--- src/rtl/kbs_pkg.sv ---
// Shared types, request codes and the per-key character table of the keyboard scanner.
package kbs_pkg;

    // Bus request codes
    localparam logic [2:0] REQ_STATUS_RD = 3'd0;
    localparam logic [2:0] REQ_CTRL_WR   = 3'd1;
    localparam logic [2:0] REQ_DATA_RD   = 3'd2;
    localparam logic [2:0] REQ_DATA_WR   = 3'd3;
    localparam logic [2:0] REQ_KEY       = 3'd4;

    // Key actions
    localparam logic [1:0] ACT_DOWN   = 2'd0;
    localparam logic [1:0] ACT_UP     = 2'd1;

    // Modifier bits (active low)
    localparam logic [3:0] MOD_SHIFT = 4'b0001;
    localparam logic [3:0] MOD_TOP   = 4'b0010;
    localparam logic [3:0] MOD_META  = 4'b0100;
    localparam logic [3:0] MOD_CTRL  = 4'b1000;

    // Data word bits
    localparam int unsigned WORD_TOP_BIT   = 7;
    localparam int unsigned WORD_VALID_BIT = 12;
    localparam int unsigned NUM_KEYS       = 54;

    // Special keys
    localparam logic [6:0] KEY_C         = 7'd12;
    localparam logic [6:0] KEY_BACKSLASH = 7'd43;

    // Control write bits
    localparam int unsigned CTRL_CLR_BIT = 3;
    localparam int unsigned SPW_SEL_BIT  = 12;

    // Status bits
    localparam int unsigned ST_DONE = 0;
    localparam int unsigned ST_SPW  = 1;

    typedef enum logic [1:0] {
        OP_KEEP = 2'd0,
        OP_CLR  = 2'd1,
        OP_SET  = 2'd2
    } top_op_t;

    typedef struct packed {
        logic [5:0] nc;
        top_op_t    nop;
        logic       has_alt;
        logic [5:0] ac;
        top_op_t    aop;
    } keymap_t;

    typedef struct packed {
        logic [2:0]  req_type;
        logic [12:0] bus_data;
        logic [6:0]  key_code;
        logic [1:0]  key_action;
    } in_word_t;

    typedef struct packed {
        logic [23:0] read_data;
        logic        key_handled;
        logic        irq_pending;
        logic [2:0]  irq_level;
    } out_word_t;

    typedef struct packed {
        logic        handled;
        logic        word_we;
        logic [12:0] word;
        logic [3:0]  mods_next;
    } key_result_t;

    // Per-key character table: normal code/op and shift-only alternate
    function automatic keymap_t keymap_lookup(logic [6:0] key);
        keymap_t r;
        r = '{6'o00, OP_KEEP, 1'b0, 6'o00, OP_KEEP};
        case (key) inside
            7'd0:  r = '{6'o60, OP_KEEP, 1'b1, 6'o51, OP_KEEP};
            7'd1:  r = '{6'o61, OP_KEEP, 1'b1, 6'o54, OP_CLR};
            7'd2:  r = '{6'o62, OP_KEEP, 1'b1, 6'o52, OP_CLR};
            7'd3:  r = '{6'o63, OP_KEEP, 1'b1, 6'o22, OP_CLR};
            7'd4:  r = '{6'o64, OP_KEEP, 1'b1, 6'o66, OP_CLR};
            7'd5:  r = '{6'o65, OP_KEEP, 1'b1, 6'o67, OP_CLR};
            7'd6:  r = '{6'o66, OP_KEEP, 1'b1, 6'o73, OP_CLR};
            7'd7:  r = '{6'o67, OP_KEEP, 1'b1, 6'o24, OP_CLR};
            7'd8:  r = '{6'o70, OP_KEEP, 1'b1, 6'o52, OP_CLR};
            7'd9:  r = '{6'o71, OP_KEEP, 1'b1, 6'o50, OP_KEEP};
            // letters A..Z map to codes 1..26
            [7'd10:7'd35]: r = '{key[5:0] - 6'd9, OP_KEEP, 1'b0, 6'o00, OP_KEEP};
            7'd36: r = '{6'o00, OP_KEEP, 1'b1, 6'o43, OP_KEEP};
            7'd37: r = '{6'o55, OP_KEEP, 1'b0, 6'o00, OP_KEEP};
            7'd38: r = '{6'o10, OP_CLR,  1'b1, 6'o53, OP_KEEP};
            7'd39: r = '{6'o50, OP_CLR,  1'b1, 6'o17, OP_CLR};
            7'd40: r = '{6'o51, OP_CLR,  1'b1, 6'o20, OP_CLR};
            7'd41: r = '{6'o73, OP_SET,  1'b1, 6'o72, OP_SET};
            7'd42: r = '{6'o11, OP_CLR,  1'b1, 6'o31, OP_CLR};
            7'd43: r = '{6'o34, OP_SET,  1'b1, 6'o53, OP_CLR};
            7'd44: r = '{6'o34, OP_KEEP, 1'b0, 6'o00, OP_KEEP};
            7'd45: r = '{6'o54, OP_SET,  1'b1, 6'o04, OP_CLR};
            7'd46: r = '{6'o56, OP_KEEP, 1'b1, 6'o06, OP_CLR};
            7'd47: r = '{6'o57, OP_KEEP, 1'b1, 6'o56, OP_CLR};
            7'd48: r = '{6'o42, OP_KEEP, 1'b0, 6'o00, OP_KEEP};
            7'd49: r = '{6'o74, OP_KEEP, 1'b0, 6'o00, OP_KEEP};
            7'd50: r = '{6'o44, OP_KEEP, 1'b0, 6'o00, OP_KEEP};
            7'd51: r = '{6'o45, OP_KEEP, 1'b0, 6'o00, OP_KEEP};
            7'd52: r = '{6'o33, OP_KEEP, 1'b0, 6'o00, OP_KEEP};
            7'd53: r = '{6'o40, OP_KEEP, 1'b0, 6'o00, OP_KEEP};
            default: r = '{6'o00, OP_KEEP, 1'b0, 6'o00, OP_KEEP};
        endcase
        return r;
    endfunction

endpackage

--- src/rtl/kbs_key_decode.sv ---
// Key event decode: modifier tracking and data word formation for mapped keys.
module kbs_key_decode (
    input  logic [6:0]          key_code,
    input  logic [1:0]          key_action,
    input  logic [3:0]          mods,
    output kbs_pkg::key_result_t result
);

    logic [3:0]       mod_mask;
    kbs_pkg::keymap_t km;
    logic             shift_only;
    logic [5:0]       code;
    kbs_pkg::top_op_t op;
    logic [12:0]      w;

    // Which modifier a key drives
    always_comb begin
        case (key_code) inside
            [7'd54:7'd56]: mod_mask = kbs_pkg::MOD_SHIFT;
            [7'd57:7'd58]: mod_mask = kbs_pkg::MOD_CTRL;
            [7'd59:7'd60]: mod_mask = kbs_pkg::MOD_META;
            [7'd61:7'd62]: mod_mask = kbs_pkg::MOD_TOP;
            default:       mod_mask = 4'b0000;
        endcase
    end

    assign km         = kbs_pkg::keymap_lookup(key_code);
    assign shift_only = ((mods & (kbs_pkg::MOD_TOP | kbs_pkg::MOD_SHIFT)) == kbs_pkg::MOD_TOP);

    // Character code and top-bit op, with the key-specific overrides
    always_comb begin
        code = km.nc;
        op   = km.nop;
        if (key_code == kbs_pkg::KEY_BACKSLASH) begin
            if (shift_only) begin
                code = 6'o53;
                op   = kbs_pkg::OP_CLR;
            end else if ((mods & (kbs_pkg::MOD_TOP | kbs_pkg::MOD_SHIFT))
                         == kbs_pkg::MOD_SHIFT) begin
                op = kbs_pkg::OP_CLR;
            end else begin
                op = kbs_pkg::OP_SET;
            end
        end else if (key_code == kbs_pkg::KEY_C) begin
            if (mods == (kbs_pkg::MOD_META | kbs_pkg::MOD_TOP | kbs_pkg::MOD_SHIFT)) begin
                code = 6'o43;
            end
        end else if (shift_only && km.has_alt) begin
            code = km.ac;
            op   = km.aop;
        end
    end

    // Word assembly
    always_comb begin
        w = {3'b000, mods, code};
        case (op)
            kbs_pkg::OP_CLR: w[kbs_pkg::WORD_TOP_BIT] = 1'b0;
            kbs_pkg::OP_SET: w[kbs_pkg::WORD_TOP_BIT] = 1'b1;
            default:         w[kbs_pkg::WORD_TOP_BIT] = w[kbs_pkg::WORD_TOP_BIT];
        endcase
        w[kbs_pkg::WORD_VALID_BIT] = 1'b1;
    end

    // Outcome of the event
    always_comb begin
        result.handled   = 1'b0;
        result.word_we   = 1'b0;
        result.word      = w;
        result.mods_next = mods;
        if (mod_mask != 4'b0000) begin
            if (key_action == kbs_pkg::ACT_UP) begin
                result.handled   = 1'b1;
                result.mods_next = mods | mod_mask;
            end else if (key_action == kbs_pkg::ACT_DOWN) begin
                result.handled   = 1'b1;
                result.mods_next = mods & ~mod_mask;
            end
        end else if (key_action != kbs_pkg::ACT_UP
                     && key_code < 7'(kbs_pkg::NUM_KEYS)) begin
            result.handled = 1'b1;
            result.word_we = 1'b1;
        end
    end

endmodule

--- src/rtl/keyboard_scanner_registers.sv ---
// Keyboard scanner register block: input register, state update and result register.
// A word passes from the input register to the result register, whose contents drive m_*.
// Throughput: one word per cycle; the result register frees the input side while a
// result waits, so s_ready drops only when both registers are full and m_ready is low.
// Reset (aresetn low, synchronous): modifiers all ones, data word, status, level,
// line and interrupt cleared, both pipeline registers empty.
module keyboard_scanner_registers (
    input  logic              aclk,
    input  logic              aresetn,
    input  logic              s_valid,
    output logic              s_ready,
    input  kbs_pkg::in_word_t s_data,
    output logic              m_valid,
    input  logic              m_ready,
    output kbs_pkg::out_word_t m_data
);

    logic               in_valid_reg;
    kbs_pkg::in_word_t  in_reg;
    logic               out_valid_reg;
    kbs_pkg::out_word_t out_reg;
    kbs_pkg::out_word_t out_next;
    logic               advance;

    logic [3:0]  mods_reg,  mods_next;
    logic [12:0] word_reg,  word_next;
    logic [1:0]  status_reg, status_next;
    logic [2:0]  level_reg, level_next;
    logic [5:0]  line_reg,  line_next;
    logic        irq_reg,   irq_next;

    kbs_pkg::key_result_t key_res;

    // Handshake
    assign advance = in_valid_reg && (!out_valid_reg || m_ready);
    assign s_ready = !in_valid_reg || advance;
    assign m_valid = out_valid_reg;
    assign m_data  = out_reg;

    kbs_key_decode u_key_decode (
        .key_code   (in_reg.key_code),
        .key_action (in_reg.key_action),
        .mods       (mods_reg),
        .result     (key_res)
    );

    // Request execution
    always_comb begin
        mods_next   = mods_reg;
        word_next   = word_reg;
        status_next = status_reg;
        level_next  = level_reg;
        line_next   = line_reg;
        irq_next    = irq_reg;
        out_next    = '0;
        case (in_reg.req_type)
            kbs_pkg::REQ_STATUS_RD: begin
                out_next.read_data = {19'd0, status_reg, level_reg};
            end
            kbs_pkg::REQ_CTRL_WR: begin
                level_next = in_reg.bus_data[2:0];
                if (in_reg.bus_data[kbs_pkg::CTRL_CLR_BIT]) begin
                    status_next = 2'b00;
                end
                irq_next = 1'b0;
            end
            kbs_pkg::REQ_DATA_RD: begin
                out_next.read_data = {line_reg, 5'd0, word_reg};
                status_next        = 2'b00;
                irq_next           = 1'b0;
            end
            kbs_pkg::REQ_DATA_WR: begin
                if (in_reg.bus_data[kbs_pkg::SPW_SEL_BIT]) begin
                    status_next[kbs_pkg::ST_SPW] = 1'b1;
                    line_next = in_reg.bus_data[5:0];
                end
            end
            kbs_pkg::REQ_KEY: begin
                out_next.key_handled = key_res.handled;
                mods_next            = key_res.mods_next;
                if (key_res.word_we) begin
                    word_next                     = key_res.word;
                    status_next[kbs_pkg::ST_DONE] = 1'b1;
                    if (level_reg != 3'd0) begin
                        irq_next = 1'b1;
                    end
                end
            end
            default: begin
            end
        endcase
        out_next.irq_pending = irq_next;
        out_next.irq_level   = irq_next ? level_next : 3'd0;
    end

    // Input register
    always_ff @(posedge aclk) begin
        if (!aresetn) begin
            in_valid_reg <= 1'b0;
        end else if (s_ready) begin
            in_valid_reg <= s_valid;
        end
    end

    always_ff @(posedge aclk) begin
        if (s_ready && s_valid) begin
            in_reg <= s_data;
        end
    end

    // Result register
    always_ff @(posedge aclk) begin
        if (!aresetn) begin
            out_valid_reg <= 1'b0;
        end else if (advance) begin
            out_valid_reg <= 1'b1;
        end else if (m_ready) begin
            out_valid_reg <= 1'b0;
        end
    end

    always_ff @(posedge aclk) begin
        if (advance) begin
            out_reg <= out_next;
        end
    end

    // Architectural state
    always_ff @(posedge aclk) begin
        if (!aresetn) begin
            mods_reg   <= 4'b1111;
            word_reg   <= '0;
            status_reg <= '0;
            level_reg  <= '0;
            line_reg   <= '0;
            irq_reg    <= 1'b0;
        end else if (advance) begin
            mods_reg   <= mods_next;
            word_reg   <= word_next;
            status_reg <= status_next;
            level_reg  <= level_next;
            line_reg   <= line_next;
            irq_reg    <= irq_next;
        end
    end

    // Checks
    a_irq_needs_level: assert property (@(posedge aclk) disable iff (!aresetn)
        irq_reg |-> level_reg != 3'd0)
        else $error("interrupt raised at level zero");

    a_word_valid: assert property (@(posedge aclk) disable iff (!aresetn)
        word_reg != 13'd0 |-> word_reg[kbs_pkg::WORD_VALID_BIT])
        else $error("data word stored without VALID");

    a_stall_cause: assert property (@(posedge aclk) disable iff (!aresetn)
        !s_ready |-> in_valid_reg && out_valid_reg && !m_ready)
        else $error("input stalled without a blocked result");

    a_out_irq_consistent: assert property (@(posedge aclk) disable iff (!aresetn)
        advance |=> m_data.irq_pending == irq_reg)
        else $error("result interrupt flag differs from state");

endmodule

--- config.mk ---
export PLATFORM = sky130hd
export DESIGN_NAME = keyboard_scanner_registers
export DESIGN_NICKNAME = d
export VERILOG_FILES = /design/src/rtl/kbs_pkg.sv /design/src/rtl/kbs_key_decode.sv /design/src/rtl/keyboard_scanner_registers.sv
export SDC_FILE = /design/constraint.sdc
export NUM_CORES = 1
export LEC_CHECK = 0
export ABC_AREA = 1
export ABC_CLOCK_PERIOD_IN_PS = 3000
export BUFFER_PORTS_ARGS = -buffer_cell sky130_fd_sc_hd__buf_2
export CAP_MARGIN = 20
export CORE_MARGIN = 2
export CORE_UTILIZATION = 30
export CTS_BUF_LIST = sky130_fd_sc_hd__clkbuf_8
export DETAILED_ROUTE_END_ITERATION = 10
export PLACE_DENSITY = 0.56
export SYNTH_ARGS = -nofsm -noshare
export SYNTH_HDL_FRONTEND = slang
export SYNTH_SLANG_ARGS = --single-unit
--- constraint.sdc ---
create_clock -name aclk -period 3 [get_ports aclk]
set_input_delay 0.6 -clock aclk [delete_from_list [all_inputs] [get_ports aclk]]
set_output_delay 0.6 -clock aclk [all_outputs]
set_load 0.02 [all_outputs]
==> impl_metrics.toml, run 1 <==
[synthesis]
yosys.area.top_type_share = 0.299
synth_ff_type = "edfxtp_1"
synth_area_per_cell_um2 = 7.54
synth_seq_cells = 70
yosysSeqAreaShare = 0.439
synth_area_leader_cell = "edfxtp_1"
synth_area_mm2 = 0.00412
synth_cells = 547
synth_edf_count = 41
async_flop_share = 0
synth_cell_types = 40
synth_area_leaders = "edfxtp_1 (30%), dfxtp_1 (14%), nand2_1 (10%)"
yosysWarnings = 0

[final_layout]
syn_to_final_growth_pct = 27.3
largest_reg_flops = 22
nFillCells = 1399
nets = 690
fin_area_mm2 = 0.00525
layout-drive-gt1-share = 0.257
n_antenna_cell = 0

[sta]
min_period_over_period = 0.919
worstMarginPinSlew_ns = 0.709
setup_slack_ns = 0.244
clock_skew_ns = 0.0228
clock.fmax_ghz = 0.363
setup_tns_ns = 0
drv_slew = 0
hold_violations = 0
period_minus_slack_ns = 2.76
relSlewSlack = 0.527
setup_viol = 0

[worst_setup_path]
crit_chain = "ha_2 -> inv_1 -> nor3_2 -> inv_1 -> nand3_2 -> inv_1 -> nand2_1 -> nand2_1 -> nand3_2 -> nand2_4 -> buf_4 -> nand3_1 -> o21ai_1 -> a21oi_2 -> ha_4 -> mux2i_1 -> a21oi_1"
crit_buf_inv = 4
startpoint = "in_reg[2]"
crit_path_start_kind = "register"
reg2reg_from = "in_reg[2]"
critical_path_class = "register to register"
crit_top_cell = "inv_1"
cp.arrival_ns = 2.99
critPathSlowestCell = "edfxtp_1"
critPathMaxFanout = 5
cp_top_family = "simple AND/OR/NAND/NOR gates"
endpoint_kind = "register"
worst_path_largest_cell_delay_ns = 0.48
required_ns = 3.23

[cts]
numCtsBuffers = 9
root_buffer = "clkbuf_8"
path_clk_slew_ns = 0.08
clock_latency_ns = 0.36
numClockSinks = 70
htree_levels = 3
cts_tree = "done"
cts_hold_buf = 0
clk_path_buf_depth = 2

[pwr]
vdd_drop_max_uv = 338
power_density_mw_per_mm2 = 409
leakagePower_nw = 2.43

[job]
cap_viol_max_count = 0

[die]
die_w_um = 121
row_count = 42
die_h_um = 121
start_util = 0.309
core_area_mm2 = 0.0133
num_io_pins = 60
die_area_mm2 = 0.0147

[global_routing]
grt_pass1_vias = 3737
grt_pass1_wl_mm = 17.4
antenna_found_initial = 0
grtUsageTotal = 0.148
gr-total-overflow = 0
grt_max_degree = 29

[place]
hpwl_mm = 8.23
placed_area_mm2 = 0.00478
gp_congestion = 0.916
place_worst_setup_slack_ns = 0.109
port_buffers = 46

[worst_hold_path]
hold_path.class = "input port to register"
hp-start = "s_data[0]"

[drt]
drt_iter0_drc = 316
num_vias = 3912
wl_mm = 10.8
drc_errors = 0
avgViaCountPerCell = 4.69
wl_per_cell_um = 13.0
dr.pass1.iters = 5
ant_nets = 0

[run_status]
status = "complete, no violations"
## where the power goes
part           internal (mW)  switching, mW  leakage (nW)  total (mW)
Clock                  0.394          0.389         0.100       0.783
Combinational          0.104          0.185          1.70       0.289
Sequential              1.05         0.0214         0.627        1.08
## cell usage after synthesis, drive strengths merged (3+ instances only)
library cell,n
nand2,122
inv,94
nor2,66
a21oi,44
o21ai,42
edfxtp,41
nand3,30
dfxtp,29
nor3,15
buf,13
o211ai,11
ha,8
nand4,5
a31oi,4
clkbuf,4
nor4,3
## stage by stage
stage	hold slack (ns)	total power [mW]	util	cells
5_1_grt	0.398	2.25	0.393	834
3_5_place_dp	0.447	1.35	0.358	798
3_3_place_gp	0.439	1.35	0.358	798
2_1_floorplan	0.429	1.27	-	553
6_report	0.418	2.15	0.393	834
4_1_cts	0.397	2.14	0.374	814
## layout make-up
type	count	area, um^2	share of cell area
inverter	94	358	0.0681
clock buffer	9	124	0.0236
timing repair buffer	105	673	0.128
tap	176	220	0.0419
clock inverter	7	81.3	0.0155
multi-input combinational	373	1980	0.378
sequential	70	1810	0.345
## placed cells by master, fill, tap and decap left out, types with 26 or more instances in the layout
| cell type | n |
|---|---|
| nand2_1 | 111 |
| inv_1 | 84 |
| buf_4 | 59 |
| nor2_1 | 58 |
| buf_2 | 46 |
| a21oi_1 | 41 |
| edfxtp_1 | 41 |
| o21ai_0 | 39 |
| dfxtp_1 | 29 |
| nand3_1 | 26 |
## final timing paths
kind	endpoint	slack, ns	cells past startpoint
setup / recovery	word_reg[7]	0.24	17
hold / removal	in_reg[0]	0.42	1
setup reg to reg	word_reg[7]	0.24	17
hold reg to reg	line_reg[3]	0.46	2
## repair_timing
item	CTS	global route
setup endpoints to repair	0	2
setup buffers	0	19
resized for setup	0	27
## per-layer routing
metal  share of wire  global-route usage  wire [um]
met1            0.47               0.195       5070
met2            0.47               0.248       5060
met3           0.043              0.0273        460
met4           0.019              0.0431        208
met5               0                   0          0
## cell families after synthesis
logic type,share of synthesized area
AOI/OAI and AO/OA,0.154
xor gates and xnor gates,0.00425
adders and majority gates,0.0243
buffers and inverters,0.115
DFF,0.439
muxes,0.00243
other,0.000909
and+or+nand+nor,0.259
(Power assumes the default switching activity.)
==> run 2: changes to the inputs <==
- ABC_CLOCK_PERIOD_IN_PS: 3000 -> 3400
- clock period: 3 -> 3.4 ns (I/O delays scaled with it)
==> impl_metrics.toml, run 2 (synthesis gave the netlist of run 1 again) <==
[run_status]
status = "complete, no violations"

[sta]
period_minus_slack_ns = 3.07
rsz0062_at_grt = "false"
clock.fmax_ghz = 0.325
relSlewSlack = 0.520
setup_tns_ns = 0
clock_skew_ns = 0.0113
worstMarginPinSlew_ns = 0.719
hold_ws_ns = 0.456
hold_violations = 0
setup_viol = 0
min_period_over_period = 0.904
drv_slew = 0

[worst_setup_path]
critical_path_class = "register to register"
endpoint_kind = "register"
worst_path_largest_cell_delay_ns = 0.48
cp_top_family = "simple AND/OR/NAND/NOR gates"
crit_buf_inv = 5
critPathMaxFanout = 7
crit_chain = "inv_1 -> ha_2 -> inv_1 -> nor2_2 -> nand2_2 -> nand2_2 -> inv_2 -> nand3_2 -> inv_1 -> nand2_1 -> nand2_1 -> nand3_2 -> nand2_2 -> buf_4 -> o21ai_0 -> a21oi_1 -> ha_1 -> mux2i_1 -> a21oi_1"
required_ns = 3.64
cp.arrival_ns = 3.31
critPathSlowestCell = "edfxtp_1"
crit_path_start_kind = "register"

[pwr]
switching_power_mw = 0.501
p_sw_frac = 0.262
power_frac_seq = 0.496
p_int_mw = 1.41
leakagePower_nw = 2.19
p_comb_frac = 0.114
power_density_mw_per_mm2 = 396
vdd_drop_max_uv = 280
p_clk_frac = 0.390

[die]
core_area_mm2 = 0.0133
die_area_mm2 = 0.0147
die_w_um = 121
row_count = 42
start_util = 0.309
die_h_um = 121
num_io_pins = 60

[final_layout]
most-common-layout-cells = "nand2_1 (113), inv_1 (88), nor2_1 (58)"
syn_to_final_growth_pct = 17.1
layout-drive-gt1-share = 0.180
seqCellArea_mm2 = 0.00181
multi_input_area_mm2 = 0.00188
largest_reg_flops = 22
nFillCells = 1403
final_common_cell = "nand2_1"
nets = 644
n_antenna_cell = 0

[cts]
numCtsBuffers = 9
clk_path_buf_depth = 2
root_buffer = "clkbuf_8"
cts_tree = "done"
cts_hold_buf = 0
path_clk_slew_ns = 0.08
htree_levels = 3
clock_latency_ns = 0.36
numClockSinks = 70

[worst_hold_path]
hold_path.class = "register to register"

[drt]
avgViaCountPerCell = 4.78
drt_iter0_drc = 287
drc_errors = 0
ant_nets = 0
dr.pass1.iters = 6
num_vias = 3769
wl_mm = 10.4
wl_per_cell_um = 13.2

[global_routing]
grt_max_degree = 26
grtUsageTotal = 0.149
grt_pass1_vias = 3649
antenna_found_initial = 0
gr-total-overflow = 0
grt_pass1_wl_mm = 17.3

[job]
cap_viol_max_count = 0

[place]
hpwl_mm = 8.12
port_buffers = 46
gp_congestion = 0.924
## run 2: worst paths after layout
| check | slack (ns) | from | endpoint | cells past startpoint |
|---|---|---|---|---|
| min | 0.46 | line_reg[4] | line_reg[4] | 2 |
| max | 0.33 | in_reg[3] | word_reg[7] | 19 |
| min reg2reg | 0.46 | line_reg[4] | line_reg[4] | 2 |
| max reg2reg | 0.33 | in_reg[3] | word_reg[7] | 19 |
## run 2: worst reg2reg max path, delay by kind of cell (launching register included)
kind | cells | cell delay (ns)
mux | 1 | 0.18
simple gates | 8 | 0.75
flops | 1 | 0.48
fa+ha+maj | 2 | 0.55
compound gates | 3 | 0.38
buf+inv | 5 | 0.60
## run 2: power groups by stage
stage | clock (mW) | sequential, mW | combinational, mW
5_1_grt | 0.813 | 0.953 | 0.245
3_3_place_gp | 0 | 0.967 | 0.214
6_report | 0.747 | 0.949 | 0.218
3_5_place_dp | 0 | 0.969 | 0.215
2_1_floorplan | 0 | 0.980 | 0.141
4_1_cts | 0.766 | 0.950 | 0.216
## run 2: cell type report
class | instances | share of cell area
clock buffers | 9 | 0.0256
repair buffers | 60 | 0.0694
well taps | 176 | 0.0456
flip-flops and latches | 70 | 0.375
multi-input cells | 372 | 0.390
inverters | 94 | 0.0741
clock inverters | 7 | 0.0202
## run 2: layer usage
layer,track usage,wire length (um)
met5,0,0
met4,0.0489,166
met3,0.0320,365
met2,0.241,4890
met1,0.198,4980
## run 2: metrics by stage
stage	util	total power [mW]	instances	instance area [um^2]	worst slack, ns
floorplan	-	1.12	553	4150	0.684
global placement	0.344	1.18	772	4590	0.298
detailed placement	0.344	1.18	772	4590	0.267
CTS	0.360	1.93	788	4810	0.233
global route	0.362	2.01	788	4830	0.00574
finish	0.362	1.91	788	4830	0.327
## run 2: timing repair
action / CTS / global route
resized for setup: 0 / 6
setup endpoints to repair: 0 / 1
buffers inserted: 0 / 0
==> run 3: changes to the inputs <==
- CORE_ASPECT_RATIO: unset -> 1.5
==> impl_metrics.toml, run 3 (synthesis gave the netlist of run 1 again) <==
[sta]
setup_viol = 0
worstMarginPinSlew_ns = 0.704
period_minus_slack_ns = 3.07
clock_skew_ns = 0.0112
rsz0062_at_grt = "false"
min_period_over_period = 0.903
setup_tns_ns = 0
clock.fmax_ghz = 0.326
hold_violations = 0
drv_slew = 0
relSlewSlack = 0.530

[run_status]
status = "complete, no violations"

[place]
gp_congestion = 0.905
hpwl_mm = 8.72
port_buffers = 46

[die]
core_area_mm2 = 0.0135
start_util = 0.306
die_area_mm2 = 0.0147
row_count = 52
num_io_pins = 60
die_w_um = 99.7
die_h_um = 148

[drt]
drc_errors = 0
wl_mm = 10.9
wl_per_cell_um = 14.1
ant_nets = 0
dr.pass1.iters = 8
avgViaCountPerCell = 4.81
num_vias = 3717
drt_iter0_drc = 201

[cts]
numClockSinks = 70
cts_tree = "done"
clock_latency_ns = 0.35
root_buffer = "clkbuf_8"
numCtsBuffers = 9
path_clk_slew_ns = 0.09
htree_levels = 3
clk_path_buf_depth = 2

[pwr]
vdd_drop_max_uv = 216
leakagePower_nw = 2.17
power_mw = 1.87
power_density_mw_per_mm2 = 392

[worst_setup_path]
crit_chain = "inv_1 -> ha_2 -> inv_1 -> nor2_1 -> nand2_2 -> nand2_2 -> inv_2 -> nand3_2 -> inv_1 -> nand2_1 -> nand2_1 -> nand3_2 -> nand2_2 -> inv_4 -> o311ai_1 -> o21ai_1 -> inv_1 -> ha_1 -> mux2i_1 -> a21oi_1"
critPathMaxFanout = 6
cp.arrival_ns = 3.31
worst_path_largest_cell_delay_ns = 0.47
reg2reg_to = "word_reg[7]"
required_ns = 3.64
endpoint_kind = "register"
crit_top_cell = "inv_1"
critPathSlowestCell = "edfxtp_1"
critical_path_class = "register to register"
reg2reg_from = "in_reg[3]"
r2r.worst_path.cells = 20
crit_path_start_kind = "register"
r2r_slack_ns = 0.33

[global_routing]
gr-total-overflow = 0
grt_pass1_vias = 3699
grt_max_degree = 33
grt_pass1_wl_mm = 17.4
antenna_found_initial = 0
grtUsageTotal = 0.150

[worst_hold_path]
holdPathEnd = "line_reg[0]"
hold_path.class = "register to register"
hp-start = "line_reg[0]"
whs_path_depth = 2

[final_layout]
n_antenna_cell = 0
nets = 643
final_common_cell = "nand2_1"
syn_to_final_growth_pct = 15.7
most-common-layout-cells = "nand2_1 (113), inv_1 (88), nor2_1 (60)"
largest_reg_flops = 22
layout-drive-gt1-share = 0.173

[job]
cap_viol_max_count = 0
run 3: cell count changes in the layout (fill, tap and decap cells not counted), sizes merged:
cell and delta:
clkinv -3, clkinvlp +2, inv +2, buf -1, bufinv -1
run 3: cell type report:
type	count	area, um^2
sequential	70	1810
clock buffer	9	124
clock inverter	7	81.3
fill	1417	8700
timing repair buffer	59	328
multi-input combinational	372	1870
inverter	94	358
tap	162	203
run 3: worst max-delay path, delay by kind of cell (launching register included):
family | cells | cell delay (ns)
compound gates | 3 | 0.49
fa+ha+maj | 2 | 0.46
buf+inv | 6 | 0.62
flops | 1 | 0.47
mux | 1 | 0.16
simple gates | 8 | 0.76
run 3: worst max-delay path by stage:
stage / slack, ns / end / start / depth (start not counted)
3_3_place_gp: 0.26 / word_reg[7] / in_reg[2] / 20
5_1_grt: 0.03 / word_reg[5] / in_reg[3] / 20
6_report: 0.33 / word_reg[7] / in_reg[3] / 20
2_1_floorplan: 0.68 / word_reg[7] / in_reg[2] / 19
4_1_cts: 0.26 / word_reg[7] / in_reg[2] / 20
3_5_place_dp: 0.31 / word_reg[7] / in_reg[2] / 20
run 3: stage by stage:
stage	util	cells	instance area [um^2]	hold slack (ns)	setup WS (ns)
floorplan	-	553	4150	0.429	0.684
CTS	0.353	771	4750	0.459	0.260
global placement	0.338	755	4550	0.439	0.260
finish	0.354	773	4770	0.457	0.329
global route	0.354	773	4770	0.473	0.0279
detailed placement	0.338	755	4550	0.446	0.307
run 3: power by group:
| part | total (mW) | leakage, nW | switching (mW) | internal (mW) |
|---|---|---|---|---|
| Combinational | 0.220 | 1.45 | 0.152 | 0.0681 |
| Clock | 0.702 | 0.0944 | 0.353 | 0.349 |
| Sequential | 0.948 | 0.627 | 0.0185 | 0.930 |
run 3: timing repair:
action | in CTS | in global routing
resized for setup | 0 | 2
endpoints found under the setup margin | 0 | 2
hold buffers | 0 | 0
buffers inserted | 0 | 2
run 3: routing by layer:
metal,global-route usage,up-vias,share of wire
met5,0,-,0
met4,0.0897,0,0.048
met2,0.280,109,0.54
li1,-,1908,-
met1,0.154,1670,0.37
met3,0.0260,30,0.040
